$ cat src/rtl/core/assert_macros.svh
// Assertion macros used by the scheduler top level.
`ifndef ASSERT_MACROS_SVH
`define ASSERT_MACROS_SVH

`define ASSERT_ALWAYS(lbl, cond, msg) \
   lbl: assert property (@(posedge clock) disable iff (reset) (cond)) else $error(msg);

`define ASSERT_IMPLIES(lbl, ante, cons, msg) \
   lbl: assert property (@(posedge clock) disable iff (reset) (ante) |-> (cons)) else $error(msg);

`endif

$ cat src/rtl/core/psched_ram.sv
// Generic single-clock RAM with one write port and one registered read port.
module psched_ram #(
   parameter int WIDTH = 8,
   parameter int DEPTH = 32
) (
   input  logic                     clock,
   input  logic                     wr_en,
   input  logic [$clog2(DEPTH)-1:0] wr_addr,
   input  logic [WIDTH-1:0]         wr_data,
   input  logic [$clog2(DEPTH)-1:0] rd_addr,
   output logic [WIDTH-1:0]         rd_data
);

   logic [WIDTH-1:0] mem_ff [DEPTH];

   always_ff @(posedge clock) begin
      if (wr_en) begin
         mem_ff[wr_addr] <= wr_data;
      end
      rd_data <= mem_ff[rd_addr];
   end

endmodule

$ cat config.mk
export PLATFORM = sky130hd
export DESIGN_NAME = psched_ram
export DESIGN_NICKNAME = d
export VERILOG_FILES = /design/src/rtl/core/assert_macros.svh /design/src/rtl/core/psched_ram.sv
export SDC_FILE = /design/constraint.sdc
export NUM_CORES = 1
export LEC_CHECK = 0
export ABC_CLOCK_PERIOD_IN_PS = 2210
export BUFFER_PORTS_ARGS = -buffer_cell sky130_fd_sc_hd__buf_2
export CORE_MARGIN = 3
export CORE_UTILIZATION = 29
export CTS_BUF_LIST = sky130_fd_sc_hd__clkbuf_16
export CTS_CLUSTER_DIAMETER = 50
export DETAILED_ROUTE_END_ITERATION = 8
export SYNTH_ARGS = -nofsm -noshare
export SYNTH_HDL_FRONTEND = slang
export SYNTH_SLANG_ARGS = --single-unit
$ cat constraint.sdc
create_clock -name clock -period 2.21 [get_ports clock]
set_input_delay 0.1105 -clock clock [delete_from_list [all_inputs] [get_ports clock]]
set_output_delay 0.1105 -clock clock [all_outputs]
set_load 0.02 [all_outputs]
Word-level counts from Yosys, hierarchy flattened
Memories as Yosys holds them, arrays and structs flattened. A register that Yosys moved wholly into a read port is not among the register bits.
Cells that the tools add are included.

operators by class
  muxes and demuxes = 2

operators with widths
  cell              number
  1-bit 2-to-1 mux  2

word-level totals
  flip-flop bits (word level) = 0
  memory bits (writable) = 256
  input bits = 20
  output and inout port bits = 8
  logic and storage cells = 3
  memories = 1

memories
  memory  depth  width  rd ports  clocked after memory_dff  write ports  RTL line          source
  mem_ff  32     8      1         1                         1            psched_ram.sv:14  logic [WIDTH-1:0] mem_ff [DEPTH];

Longest topological paths before layout
  word-level depth = 2
  mapped depth = 5
  depth with buffers taken out = 3

Worst setup path before layout
Ideal clock, no wire load.

  path kind = input to register
  start = input rd_addr[2]
  end = register rd_data[0] (read register of mem_ff)
  setup time = 0.121 ns
  arrival = 1.792 ns
  data required time = 2.089 ns
  setup slack = 0.297 ns
  cell stages on the path = 5
  path buffers = 2
  cells stage by stage = clkbuf_1 > clkbuf_1 > mux4_2 > mux4_2 > mux2_2

RTL lines
  what                RTL line          source
  start: declaration  psched_ram.sv:10  input logic [$clog2(DEPTH)-1:0] rd_addr,
  end: declaration    psched_ram.sv:11  output logic [WIDTH-1:0] rd_data

==> results.md <==
* Mean Syn Cell Area at 24.11 µm²
* Fillers at 3138
* Std cell rows at 67
* Final ANT Viol Nets at 0
* I/O Pins at 28
* Syn_nets at about 440
* Relative slew slack at 58.11%
* Final Total Pwr at 10.94 mW
* Critical path origin: mem_ff[15][4]
* Combinational share of power at 5.1%
* Power per cell area at around 900 nW/µm²
* Max-cap violation count at 0
* Largest net degree at the start of global routing at 46
* Setup tns final at 0 ps
* Part of the power in registers at 51.2%
* WL/cell at 21.87 µm
* Root buf cell: clkbuf_16
* Initial DRC Count at 385
* R2R Setup Slk at 380 ps
* Worst setup path end: rd_data[4]
* GRT Resource Usage Total at 11.51%
* LEAKAGE at ~3.8 nW
* R2R Path End: rd_data[4]
* Final period utilization at just over 80%
* DRT Pass-1 Iters at 4
* Resized Gates After CTS at 0
* Die area at approximately 37000 µm²
* Placed inst area at ~11000 µm²
* CP startpoint kind: register
* HP Class: in2reg
* Post-DP HPWL at 13520 µm
* RSZ-0062 raised after global routing: no
* # DRC at 0
* Clk buf depth at 3
* CP most frequent cell: mux4_2
* Max IR drop VDD at 0.6721 mV
* Switching part of the total at 19.86%
* Post-synthesis cell type count at 15
* Clock sink count at 264
* Worst Path Required at around 2600 ps
* Worst R2R Path Depth at 3
* Vias in the first global route at 4766
* Final net count at 515
* Cell area after synthesis at 10050 µm²
* Crit path max-delay family: multiplexers
* Status: finished, final reports clean
* Worst stage delay on the critical path at 530 ps
* Crit path buf inv count at 0
* Initial Util at 29.68%
* Finished Cell Area at 11970 µm²
* Psw at 2.173 mW
* Crit Path Class: reg2reg
* #FFs+latches synth at 264
* First-pass GRT wire length at 31440 µm
* Total CTS buffers at 28
* Vias at 4510
* Port-buffer cells at 27
* Post-Syn Instances at around 420
* Total grt overflow at 0
* CTS Hold Bufs at 0
* Slowest stage cell, crit path: mux4_2
* Initial antenna violation count at 1
* Setup violators final at 0
* Worst skew pair latency at 520 ps
* Max-slew violations at 0
* Pint at 8.769 mW
* Area growth, synth to finish at 19.07%
* Core Area at 33870 µm²
* Clk_skew at about 11 ps
* Register area share after synthesis at 78.06%
* Post-Route WL at between 20000 and 25000 µm
* Synth warn at 0
* Final Hold Violating Endpoints at 0
* Die width at approximately 190 µm
* Clk pwr share at 43.8%
* Layout cells sized above 1 at 38.88%
* Worst-path clk slew at 60 ps
* Tmin final at 1828 ps
* CP cell instances: mux4_2 -> mux4_2 -> mux2_2
* Die H at 192.2 µm
* Worst-Margin Slew at around 630 ps
* Via density at 4.674
* Worst-path maximum fanout at 1
* Max Fclk at between 500 and 600 MHz
* Post-CTS Setup Bufs at 0
* CP Capture Type: register
* CP Depth at 3
* H-tree depth at 1
* Number of diodes at 0
* RR Startpoint: mem_ff[15][4]
* Worst EP arrival at 2240 ps
* TritonCTS clock tree: built
* Routability cong. at 0.7897
-- power groups by stage --
stage / registers, mW / logic (mW) / clock network, mW
global route: 5.60 / 0.595 / 5.06
detailed placement: 5.71 / 0.566 / 0
CTS: 5.60 / 0.568 / 4.87
finish: 5.60 / 0.555 / 4.79
global placement: 5.70 / 0.553 / 0
floorplan: 5.71 / 0.297 / 0
-- how the worst min path moves through the flow --
stage,from,end,cells after the start
after global placement,rd_data[3],rd_data[3],1
after detailed placement,rd_data[4],rd_data[4],1
after CTS,rd_addr[3],rd_data[2],2
after floorplan,wr_data[0],mem_ff[0][0],0
final,rd_addr[3],rd_data[2],2
after global routing,rd_addr[3],rd_data[2],2
-- through the flow --
step	instances	hold slack, ps	setup slack, ps	util, %
after floorplan	417	209.4	297.1	-
after global placement	913	553.7	118.2	32.49
after detailed placement	913	554.7	112.1	32.49
after CTS	965	43.22	338.7	35.34
after global routing	965	37.48	322.9	35.34
final	965	53.06	381.6	35.34
-- worst reg2reg max path, delay by kind of cell (launching register included) --
family | cells | cell delay (ps)
flip-flops | 1 | 380
multiplexers | 3 | 1350
-- cells in the mapped netlist --
cell	number	area [µm²]
buf_1	6	22.52
buf_2	1	5.000
buf_4	6	45.04
buf_6	1	11.26
clkbuf_1	6	22.52
dfxtp_1	8	160.2
edfxtp_1	256	7687
mux2_2	8	90.09
mux4_2	80	1802
nand2_1	1	3.750
nand3_1	2	10.01
nand3b_1	5	37.54
nor2_1	33	123.9
or3_1	1	6.260
or3b_2	3	26.28
-- cells in the final DEF, fill, tap and decap left out, drive strengths merged --
master / Yosys / routed
buf: 14 / 68
or3: 1 / 1
mux4: 80 / 80
edfxtp: 256 / 256
or3b: 3 / 3
clkinv: 0 / 12
mux2: 8 / 8
nand2: 1 / 1
nor2: 33 / 33
nand3: 2 / 2
nand3b: 5 / 5
clkinvlp: 0 / 1
clkbuf: 6 / 29
inv: 0 / 5
dfxtp: 8 / 8
bufinv: 0 / 5
-- routing by layer --
layer | routed length (µm) | global-route usage [%] | vias up
met3 | 1547 | 2.719 | 29
met5 | 0 | 0 | -
met4 | 367 | 2.157 | 0
li1 | - | - | 1942
met1 | 9000 | 16.17 | 2420
met2 | 10190 | 18.50 | 119
-- sequential cells by signal, summed over array words and instances (netlist names) --
register  flops
mem_ff      256
rd_data       8
-- kinds of logic (layout without fill, tap and decap cells) --
kind of cell  count (synthesis)  in the layout  share of synthesized area (%)
simple gates                 45             45                          2.066
mux                          88             88                          18.82
flops                       264            264                          78.06
buf+inv                      20            120                          1.058
-- cell type report --
cell class | instances | area (µm²) | area share (%)
clock buffer | 29 | 725.7 | 6.063
tap | 448 | 560.5 | 4.683
timing repair buffer | 68 | 495.5 | 4.139
clock inverter | 23 | 241.5 | 2.017
sequential | 264 | 7848 | 65.56
multi-input combinational | 133 | 2100 | 17.54
Power figures use the tool's default switching activity.
